==> config.mk <==
export PLATFORM = sky130hd
export DESIGN_NAME = record_selection_sorter
export DESIGN_NICKNAME = d
export VERILOG_FILES = /design/src/rss_pkg.sv /design/src/rss_sequencer.sv /design/src/rss_datapath.sv /design/src/record_selection_sorter.sv
export SDC_FILE = /design/constraint.sdc
export NUM_CORES = 2
export LEC_CHECK = 0
export BUFFER_PORTS_ARGS = -buffer_cell sky130_fd_sc_hd__buf_2
export CAP_MARGIN = 20
export CELL_PAD_IN_SITES_DETAIL_PLACEMENT = 0
export CELL_PAD_IN_SITES_GLOBAL_PLACEMENT = 1
export CORE_MARGIN = 5
export CORE_UTILIZATION = 55
export DETAILED_ROUTE_END_ITERATION = 16
export PLACE_DENSITY_LB_ADDON = 0.05
export SYNTH_ARGS = -nofsm -noshare
export SYNTH_HDL_FRONTEND = slang
export SYNTH_HIERARCHICAL = 1
export SYNTH_SLANG_ARGS = --single-unit
==> constraint.sdc <==
create_clock -name clk -period 11.7 [get_ports clk]
set_clock_uncertainty 0.1 [all_clocks]
set_input_delay 1.17 -clock clk [delete_from_list [all_inputs] [get_ports clk]]
set_output_delay 1.17 -clock clk [all_outputs]
set_load 0.03 [all_outputs]
==> src/rss_pkg.sv <==
// ----------------------------------------------------------------------------
// rss_pkg
// Shared types, widths and the control program of the record selection sorter.
// ----------------------------------------------------------------------------
`default_nettype none

package rss_pkg;

  localparam int MAX_RECORDS_DEF = 64;
  localparam int SCORE_W         = 10;
  localparam int IDENT_W         = 18;
  localparam int REC_W           = SCORE_W + IDENT_W;

  // Datapath operation selected by the current control word.
  typedef enum logic [3:0] {
    OP_LOAD,
    OP_INIT,
    OP_READ_POS,
    OP_TAKE_POS,
    OP_READ_SCAN,
    OP_COMPARE,
    OP_WRITE_POS,
    OP_WRITE_BEST,
    OP_EMIT_INIT,
    OP_EMIT_READ,
    OP_EMIT_OUT,
    OP_CLEAR
  } op_t;

  // Jump condition: when true the step counter loads the target, else it advances.
  typedef enum logic [2:0] {
    COND_NEXT,
    COND_JUMP,
    COND_WAIT_CLOSE,
    COND_FEW,
    COND_SCAN_MORE,
    COND_POS_MORE,
    COND_OUT_BUSY,
    COND_K_MORE
  } cond_t;

  typedef enum logic [3:0] {
    ST_LOAD,
    ST_INIT,
    ST_P0,
    ST_P1,
    ST_SREAD,
    ST_SCMP,
    ST_SW0,
    ST_SW1,
    ST_E0,
    ST_EREAD,
    ST_EOUT,
    ST_DONE
  } step_t;

  typedef struct packed {
    op_t   op;
    cond_t cond;
    step_t target;
  } ctrl_t;

  typedef struct packed {
    logic in_close;
    logic few;
    logic scan_more;
    logic pos_more;
    logic k_more;
    logic out_busy;
  } status_t;

  // The control program, one word per step.
  function automatic ctrl_t microcode(step_t step);
    ctrl_t w;
    begin
      case (step)
        ST_LOAD:  w = '{OP_LOAD,       COND_WAIT_CLOSE, ST_LOAD};
        ST_INIT:  w = '{OP_INIT,       COND_FEW,        ST_E0};
        ST_P0:    w = '{OP_READ_POS,   COND_NEXT,       ST_P0};
        ST_P1:    w = '{OP_TAKE_POS,   COND_NEXT,       ST_P1};
        ST_SREAD: w = '{OP_READ_SCAN,  COND_NEXT,       ST_SREAD};
        ST_SCMP:  w = '{OP_COMPARE,    COND_SCAN_MORE,  ST_SREAD};
        ST_SW0:   w = '{OP_WRITE_POS,  COND_NEXT,       ST_SW0};
        ST_SW1:   w = '{OP_WRITE_BEST, COND_POS_MORE,   ST_P0};
        ST_E0:    w = '{OP_EMIT_INIT,  COND_NEXT,       ST_E0};
        ST_EREAD: w = '{OP_EMIT_READ,  COND_OUT_BUSY,   ST_EREAD};
        ST_EOUT:  w = '{OP_EMIT_OUT,   COND_K_MORE,     ST_EREAD};
        ST_DONE:  w = '{OP_CLEAR,      COND_JUMP,       ST_LOAD};
        default:  w = '{OP_CLEAR,      COND_JUMP,       ST_LOAD};
      endcase
      return w;
    end
  endfunction

endpackage

`default_nettype wire

==> src/rss_sequencer.sv <==
// ----------------------------------------------------------------------------
// rss_sequencer
// Step counter with the control program table and conditional jumps.
// ----------------------------------------------------------------------------
`default_nettype none

module rss_sequencer
  import rss_pkg::*;
(
  input  wire logic    clk,
  input  wire logic    rst,
  input  wire status_t stat,
  output ctrl_t        ctrl
);

  step_t upc;
  step_t upc_next;
  logic  take;

  always_comb begin
    ctrl = microcode(upc);
  end

  always_comb begin
    case (ctrl.cond)
      COND_NEXT:       take = 1'b0;
      COND_JUMP:       take = 1'b1;
      COND_WAIT_CLOSE: take = !stat.in_close;
      COND_FEW:        take = stat.few;
      COND_SCAN_MORE:  take = stat.scan_more;
      COND_POS_MORE:   take = stat.pos_more;
      COND_OUT_BUSY:   take = stat.out_busy;
      COND_K_MORE:     take = stat.k_more;
      default:         take = 1'b1;
    endcase
    upc_next = take ? ctrl.target : step_t'(4'(upc) + 4'd1);
  end

  always_ff @(posedge clk) begin
    if (rst) begin
      upc <= ST_LOAD;
    end else begin
      upc <= upc_next;
    end
  end

  // Loading only ends on the transfer that closes a set.
  a_load_holds: assert property (@(posedge clk) disable iff (rst)
    (upc == ST_LOAD && !stat.in_close) |=> (upc == ST_LOAD))
    else $error("sequencer left loading without a closing transfer");

  // A pass ends only after its scan reached the end of the set.
  a_scan_end: assert property (@(posedge clk) disable iff (rst)
    (upc == ST_SCMP && !stat.scan_more) |=> (upc == ST_SW0))
    else $error("scan loop exit went astray");

  // The emit read waits while the previous result is still held.
  a_emit_wait: assert property (@(posedge clk) disable iff (rst)
    (upc == ST_EREAD && stat.out_busy) |=> (upc == ST_EREAD))
    else $error("emit step moved on while the output was stalled");

endmodule

`default_nettype wire

==> src/rss_datapath.sv <==
// ----------------------------------------------------------------------------
// rss_datapath
// Record store, sort index registers, compare unit and output register.
// ----------------------------------------------------------------------------
`default_nettype none

module rss_datapath
  import rss_pkg::*;
#(
  parameter int MAX_RECORDS = MAX_RECORDS_DEF
) (
  input  wire logic               clk,
  input  wire logic               rst,
  input  wire ctrl_t              ctrl,
  output status_t                 stat,
  input  wire logic               cfg_write,
  input  wire logic               cfg_data,
  input  wire logic               in_valid,
  output logic                    in_stall,
  input  wire logic [SCORE_W-1:0] score,
  input  wire logic [IDENT_W-1:0] ident,
  input  wire logic               last_in,
  output logic                    out_valid,
  input  wire logic               out_stall,
  output logic [SCORE_W-1:0]      sorted_score,
  output logic [IDENT_W-1:0]      sorted_ident,
  output logic                    last_out
);

  localparam int IDX_W = $clog2(MAX_RECORDS);
  localparam int CNT_W = $clog2(MAX_RECORDS + 1);

  logic [REC_W-1:0] mem [MAX_RECORDS];
  logic [REC_W-1:0] rdata;
  logic [IDX_W-1:0] raddr;
  logic [IDX_W-1:0] waddr;
  logic [REC_W-1:0] wdata;
  logic             we;

  logic [CNT_W-1:0] count;
  logic [IDX_W-1:0] pos;
  logic [IDX_W-1:0] scan;
  logic [IDX_W-1:0] best;
  logic [IDX_W-1:0] k;
  logic [REC_W-1:0] pos_rec;
  logic [REC_W-1:0] best_rec;
  logic             desc;

  logic             in_xfer;
  logic             better;
  logic [SCORE_W-1:0] rscore;
  logic [SCORE_W-1:0] bscore;

  assign in_stall = (ctrl.op != OP_LOAD);
  assign in_xfer  = in_valid && !in_stall;
  assign rscore   = rdata[REC_W-1:IDENT_W];
  assign bscore   = best_rec[REC_W-1:IDENT_W];
  assign better   = desc ? (rscore > bscore) : (rscore < bscore);

  always_comb begin
    stat.in_close  = in_xfer && last_in;
    stat.few       = (count < CNT_W'(2));
    stat.scan_more = ((CNT_W'(scan) + CNT_W'(1)) < count);
    stat.pos_more  = ((CNT_W'(pos) + CNT_W'(2)) < count);
    stat.k_more    = ((CNT_W'(k) + CNT_W'(1)) < count);
    stat.out_busy  = out_valid && out_stall;
  end

  always_comb begin
    case (ctrl.op)
      OP_READ_POS:  raddr = pos;
      OP_READ_SCAN: raddr = scan;
      OP_EMIT_READ: raddr = k;
      default:      raddr = pos;
    endcase
  end

  always_comb begin
    we    = 1'b0;
    waddr = count[IDX_W-1:0];
    wdata = {score, ident};
    case (ctrl.op)
      OP_LOAD: begin
        we = in_xfer && (count < CNT_W'(MAX_RECORDS));
      end
      OP_WRITE_POS: begin
        we    = 1'b1;
        waddr = pos;
        wdata = best_rec;
      end
      OP_WRITE_BEST: begin
        we    = 1'b1;
        waddr = best;
        wdata = pos_rec;
      end
      default: begin
        we = 1'b0;
      end
    endcase
  end

  always_ff @(posedge clk) begin
    if (we) begin
      mem[waddr] <= wdata;
    end
    rdata <= mem[raddr];
  end

  always_ff @(posedge clk) begin
    if (rst) begin
      count <= '0;
      desc  <= 1'b0;
    end else begin
      if (cfg_write) begin
        desc <= cfg_data;
      end
      if (ctrl.op == OP_LOAD && in_xfer && count < CNT_W'(MAX_RECORDS)) begin
        count <= count + CNT_W'(1);
      end else if (ctrl.op == OP_CLEAR) begin
        count <= '0;
      end
    end
  end

  // Index and record registers of the sort and the emit index; no reset needed.
  always_ff @(posedge clk) begin
    case (ctrl.op)
      OP_INIT: begin
        pos <= '0;
      end
      OP_TAKE_POS: begin
        pos_rec  <= rdata;
        best_rec <= rdata;
        best     <= pos;
        scan     <= pos + IDX_W'(1);
      end
      OP_COMPARE: begin
        if (better) begin
          best     <= scan;
          best_rec <= rdata;
        end
        scan <= scan + IDX_W'(1);
      end
      OP_WRITE_BEST: begin
        pos <= pos + IDX_W'(1);
      end
      OP_EMIT_INIT: begin
        k <= '0;
      end
      OP_EMIT_OUT: begin
        k <= k + IDX_W'(1);
      end
      default: begin
      end
    endcase
  end

  always_ff @(posedge clk) begin
    if (rst) begin
      out_valid <= 1'b0;
    end else if (ctrl.op == OP_EMIT_OUT) begin
      out_valid <= 1'b1;
    end else if (!out_stall) begin
      out_valid <= 1'b0;
    end
  end

  always_ff @(posedge clk) begin
    if (ctrl.op == OP_EMIT_OUT) begin
      sorted_score <= rdata[REC_W-1:IDENT_W];
      sorted_ident <= rdata[IDENT_W-1:0];
      last_out     <= ((CNT_W'(k) + CNT_W'(1)) == count);
    end
  end

  // A new result is only loaded into an empty output register.
  a_out_free: assert property (@(posedge clk) disable iff (rst)
    (ctrl.op == OP_EMIT_OUT) |-> !out_valid)
    else $error("output register overwritten before its transfer");

  a_count_cap: assert property (@(posedge clk) disable iff (rst)
    count <= CNT_W'(MAX_RECORDS))
    else $error("record count beyond capacity");

  // The scan always stays past the current position and inside the set.
  a_scan_range: assert property (@(posedge clk) disable iff (rst)
    (ctrl.op == OP_COMPARE) |-> ((scan > pos) && (CNT_W'(scan) < count)))
    else $error("scan index out of range");

endmodule

`default_nettype wire

==> src/record_selection_sorter.sv <==
// Loading takes one record per cycle; records beyond MAX_RECORDS are dropped.
// After the closing transfer the input stalls while the set of n records is
// sorted over the single store read port. The records are then emitted one
// at a time, each read once the output is not stalled and then registered;
// a clear step returns to loading. Reset clears the sequencer, record count,
// sort order and output valid; the store itself is not cleared.
// ----------------------------------------------------------------------------
// record_selection_sorter
// Collects records and emits them ordered by score using selection sort.
// ----------------------------------------------------------------------------
`default_nettype none

module record_selection_sorter
  import rss_pkg::*;
#(
  parameter int MAX_RECORDS = MAX_RECORDS_DEF
) (
  input  wire logic               clk,
  input  wire logic               rst,
  input  wire logic               cfg_write,
  input  wire logic               cfg_data,
  input  wire logic               in_valid,
  output logic                    in_stall,
  input  wire logic [SCORE_W-1:0] score,
  input  wire logic [IDENT_W-1:0] ident,
  input  wire logic               last_in,
  output logic                    out_valid,
  input  wire logic               out_stall,
  output logic [SCORE_W-1:0]      sorted_score,
  output logic [IDENT_W-1:0]      sorted_ident,
  output logic                    last_out
);

  ctrl_t   ctrl;
  status_t stat;

  rss_sequencer u_seq (
    .clk  (clk),
    .rst  (rst),
    .stat (stat),
    .ctrl (ctrl)
  );

  rss_datapath #(
    .MAX_RECORDS (MAX_RECORDS)
  ) u_dp (
    .clk          (clk),
    .rst          (rst),
    .ctrl         (ctrl),
    .stat         (stat),
    .cfg_write    (cfg_write),
    .cfg_data     (cfg_data),
    .in_valid     (in_valid),
    .in_stall     (in_stall),
    .score        (score),
    .ident        (ident),
    .last_in      (last_in),
    .out_valid    (out_valid),
    .out_stall    (out_stall),
    .sorted_score (sorted_score),
    .sorted_ident (sorted_ident),
    .last_out     (last_out)
  );

endmodule

`default_nettype wire
==> run_results.csv <==
group,metric,value,unit
worst_setup_path,required,12350,ps
synthesis,synth-main-ff-cell,"edfxtp_1",
run_status,status,"finished clean",
grt,grt_use_total,0.274,
worst_setup_path,rrSetupSlack,5400,ps
clock_network,cts_tree,"built",
grt,grt_max_degree,148,
worst_setup_path,criticalPathCategory,"flip-flop to flip-flop",
cells_and_area,nets,5443,
power,clock_power_share,0.306,
synthesis,ys_seq_area_frac,0.762,
sta,timing.final.crit_share,0.538,
clock_network,holdBufCountCts,0,
clock_network,htreeDepth,4,
worst_setup_path,path_buf_inv,4,
routing,num_vias,45000,
placed_design,gp_congestion,0.821,
sta,hold_viol,0,
power,switching_power,6.49,mW
synthesis,yosysWarnings,6,
sta,slew_violations,0,
cells_and_area,area_growth,12.2,%
cells_and_area,fillCellCount,10200,
worst_setup_path,max_stage_delay,790,ps
worst_setup_path,critPathCaptureType,"flip-flop",
worst_setup_path,critPathLaunchType,"flip-flop",
power,total_power,19.5,mW
clock_network,clock_latency,820,ps
die,dieWidth,382,um
synthesis,syn_nets,5338,
grt,antenna_found_initial,11,
die,start_util,0.554,
routing,post_drt_wl_per_cell,27.7,um
routing,firstDrtPassIters,5,
sta,fin_tns_setup,0,ps
routing,drc_errors,0,
sta,setup_violations,0,
power,p_leak,28.8,nW
worst_setup_path,crit_path_frequent_cell,"buf_4",
worst_setup_path,cp_slowest_cell,"nor4_1",
die,dieArea,0.146,mm2
cells_and_area,drive_gt1_frac,0.120,
placed_design,portBuffers,65,
die,core-area,0.138,mm2
sta,rsz0062_at_grt,"false",
power,internal_power,13.0,mW
worst_setup_path,crit_path_end,"u_dp/rdata[8]",
clock_network,cts_buffer_depth,3,
synthesis,synthDistinctLibCells,60,
worst_setup_path,reg2reg_to,"u_dp/rdata[8]",
power,seq_power_share,0.424,
sta,tightest_slew,1110,ps
clock_network,clock-sinks,1953,
worst_setup_path,path_cells,"buf_4 -> nor4b_2 -> a22oi_1 -> and2_4 -> buf_12 -> buf_4 -> buf_4 -> nand2_1 -> nand3_1 -> a31oi_1 -> nor4_1 -> mux2_2",
sta,period_minus_slack,6300,ps
power,ir_drop,0.000214,V
synthesis,avgSynthCellArea,14.5,um2
power,combPwrFrac,0.269,
worst_setup_path,reg2reg_from,"u_seq/ctrl[7]",
worst_setup_path,crit_arrival,6940,ps
routing,viasPerCell,6.14,
clock_network,cts_resized,0,
synthesis,synth_edf_count,1901,
routing,drt_iter0_drc,4795,
sta,worst_slack,5400,ps
synthesis,synthArstFlopShare,0,
clock_network,clk_pin_slew_worst_paths,60,ps
placed_design,dp_slack,5660,ps
flow_run,drv_cap,0,
die,io_pins,66,
routing,drt-total-wl,203000,um
clock_network,cts_setup_buffers,0,
worst_setup_path,crit_family,"buffers and inverters",
worst_setup_path,rr_worst_depth,12,
sta,relSlewSlack,0.251,
grt,grt_pass1_vias,42800,
worst_setup_path,crit_path_max_fanout,142,
clock_network,cts_buffers,194,
grt,overflow,0,
synthesis,synth_seq_cells,1953,
power,power_density,228,mW/mm2
min_path,hp-class,"flip-flop to flip-flop",
die,dieHeight,382,um
worst_setup_path,critPathLaunch,"u_seq/ctrl[7]",
worst_setup_path,cp.depth,12,
power,netSwitchingFraction,0.332,
clock_network,ctsRootBufferMaster,"clkbuf_16",
placed_design,dpl.hpwl,107000,um
grt,grt_pass1_wl,295000,um
synthesis,synthCells,5267,
synthesis,syn_area,0.0763,mm2
die,fp-row-count,136,
sta,max_freq,0.159,GHz
routing,route.antenna.remaining_nets,0,
-- final cells by class --
class,count,area (um2),area share
clock buffers,263,5340,0.0624
inverters,29,109,0.00127
flip-flops and latches,1953,58100,0.679
diodes,2,5.00,0.0000585
clock inverters,101,810,0.00946
multi-input cells,2968,17400,0.203
well taps,1794,2240,0.0262
repair buffers,226,1590,0.0186
-- worst min-delay path, delay by kind of cell (launching register included) --
family | cells | cell delay, ps
flip-flops | 1 | 300
multiplexers | 1 | 70
AND/OR/NAND/NOR | 1 | 80
-- metrics by stage --
| step | area, um2 | util | std cells | hold WS (ps) |
|---|---|---|---|---|
| floorplan | 76300 | - | 5267 | 321 |
| global placement | 79400 | 0.577 | 6961 | 380 |
| detailed placement | 79400 | 0.577 | 6967 | 397 |
| CTS | 85600 | 0.622 | 7331 | 405 |
| global route | 85600 | 0.622 | 7336 | 434 |
| finish | 85600 | 0.622 | 7336 | 403 |
-- placed cells by master, fill, tap and decap left out, types with 5 or more instances in the layout --
cell type  count
buf_12         6
buf_2         73
nand3_1      356
dfxtp_1       51
bufinv_16     10
clkinv_2      42
nor2_4        47
a21o_1         6
nor4_1       110
o21a_1         5
clkinv_8       5
o21ai_4       28
inv_1         28
nor2b_1        9
nand2_1     1305
a21oi_1      137
and3_1         7
clkinv_1      37
buf_4        146
xor2_1        12
edfxtp_1    1901
clkbuf_1      52
nor2_1        43
nand2b_1       7
ha_1          36
mux2i_1      320
o21ai_0       12
nor2_2        18
clkbuf_16    199
mux2_2        38
nand4_1        5
o22ai_1       57
and2_1         5
xnor2_1        6
a31oi_1      168
clkbuf_8      12
a32oi_1      169
-- power groups by stage --
stage,clock (mW),sequential [mW],combinational (mW)
3_5_place_dp,0,8.42,5.19
5_1_grt,6.39,8.29,5.65
3_3_place_gp,0,8.42,5.15
6_report,5.98,8.28,5.25
2_1_floorplan,0,8.31,3.34
4_1_cts,6.09,8.27,5.22
-- logic make-up (layout without fill, tap and decap cells) --
group	count (synthesis)	in the layout	synth area share
AO/OA/AOI/OAI	603	603	0.0530
XOR/XNOR	18	18	0.00207
adder cells (fa/ha/maj)	36	36	0.00590
buffers and inverters	346	619	0.0208
flip-flops	1953	1953	0.762
multiplexers	360	360	0.0479
other	0	2	0
AND/OR/NAND/NOR	1951	1951	0.109
-- per-layer routing --
layer  track usage  up-vias  share of wire
li1              -    20100              -
met1         0.392    22800           0.42
met2         0.426     1896           0.46
met3        0.0680      323          0.095
met4        0.0751        4          0.025
met5             0        -        0.00012
-- registers in the layout, indices dropped and copies added (netlist names) --
| name | count |
|---|---|
| u_dp/mem | 1792 |
| u_dp/best_rec | 28 |
| u_dp/pos_rec | 28 |
| u_dp/rdata | 28 |
| u_dp/sorted_ident | 18 |
| u_seq/ctrl | 11 |
| u_dp/sorted_score | 10 |
| u_dp/count | 7 |
| u_dp/best | 6 |
| u_dp/k | 6 |
| u_dp/pos | 6 |
| u_dp/scan | 6 |
| u_seq/upc | 4 |
| u_dp/desc | 1 |
| u_dp/last_out | 1 |
| u_dp/out_valid | 1 |
-- cell usage after synthesis (6+ instances only) --
cell | n | area share
a21o_1 | 6 | 0.00059
a21oi_1 | 137 | 0.0090
a31oi_1 | 168 | 0.014
a32oi_1 | 169 | 0.019
and2_1 | 6 | 0.00049
and3_1 | 7 | 0.00057
buf_1 | 16 | 0.00079
buf_2 | 150 | 0.0098
buf_4 | 21 | 0.0021
clkbuf_1 | 127 | 0.0062
dfxtp_1 | 52 | 0.014
edfxtp_1 | 1901 | 0.75
ha_1 | 36 | 0.0059
inv_1 | 28 | 0.0014
mux2_2 | 38 | 0.0056
mux2i_1 | 320 | 0.042
nand2_1 | 1308 | 0.064
nand2b_1 | 9 | 0.00074
nand3_1 | 358 | 0.023
nor2_1 | 108 | 0.0053
nor2b_1 | 11 | 0.00090
nor4_1 | 113 | 0.0093
o21ai_0 | 40 | 0.0026
o22ai_1 | 57 | 0.0047
xnor2_1 | 6 | 0.00069
xor2_1 | 12 | 0.0014
-- how the worst min path moves through the flow --
stage / slack [ps] / cells after the start / start / end
4_1_cts: 410 / 2 / u_seq/ctrl[1] / u_seq/upc[1]
3_3_place_gp: 380 / 0 / u_dp/rdata[7] / u_dp/best_rec[7]
2_1_floorplan: 320 / 0 / u_dp/rdata[0] / u_dp/best_rec[0]
5_1_grt: 430 / 2 / u_seq/ctrl[1] / u_seq/upc[1]
3_5_place_dp: 400 / 2 / u_seq/ctrl[1] / u_seq/upc[1]
6_report: 400 / 2 / u_seq/ctrl[1] / u_seq/upc[1]
(Power assumes the default switching activity.)
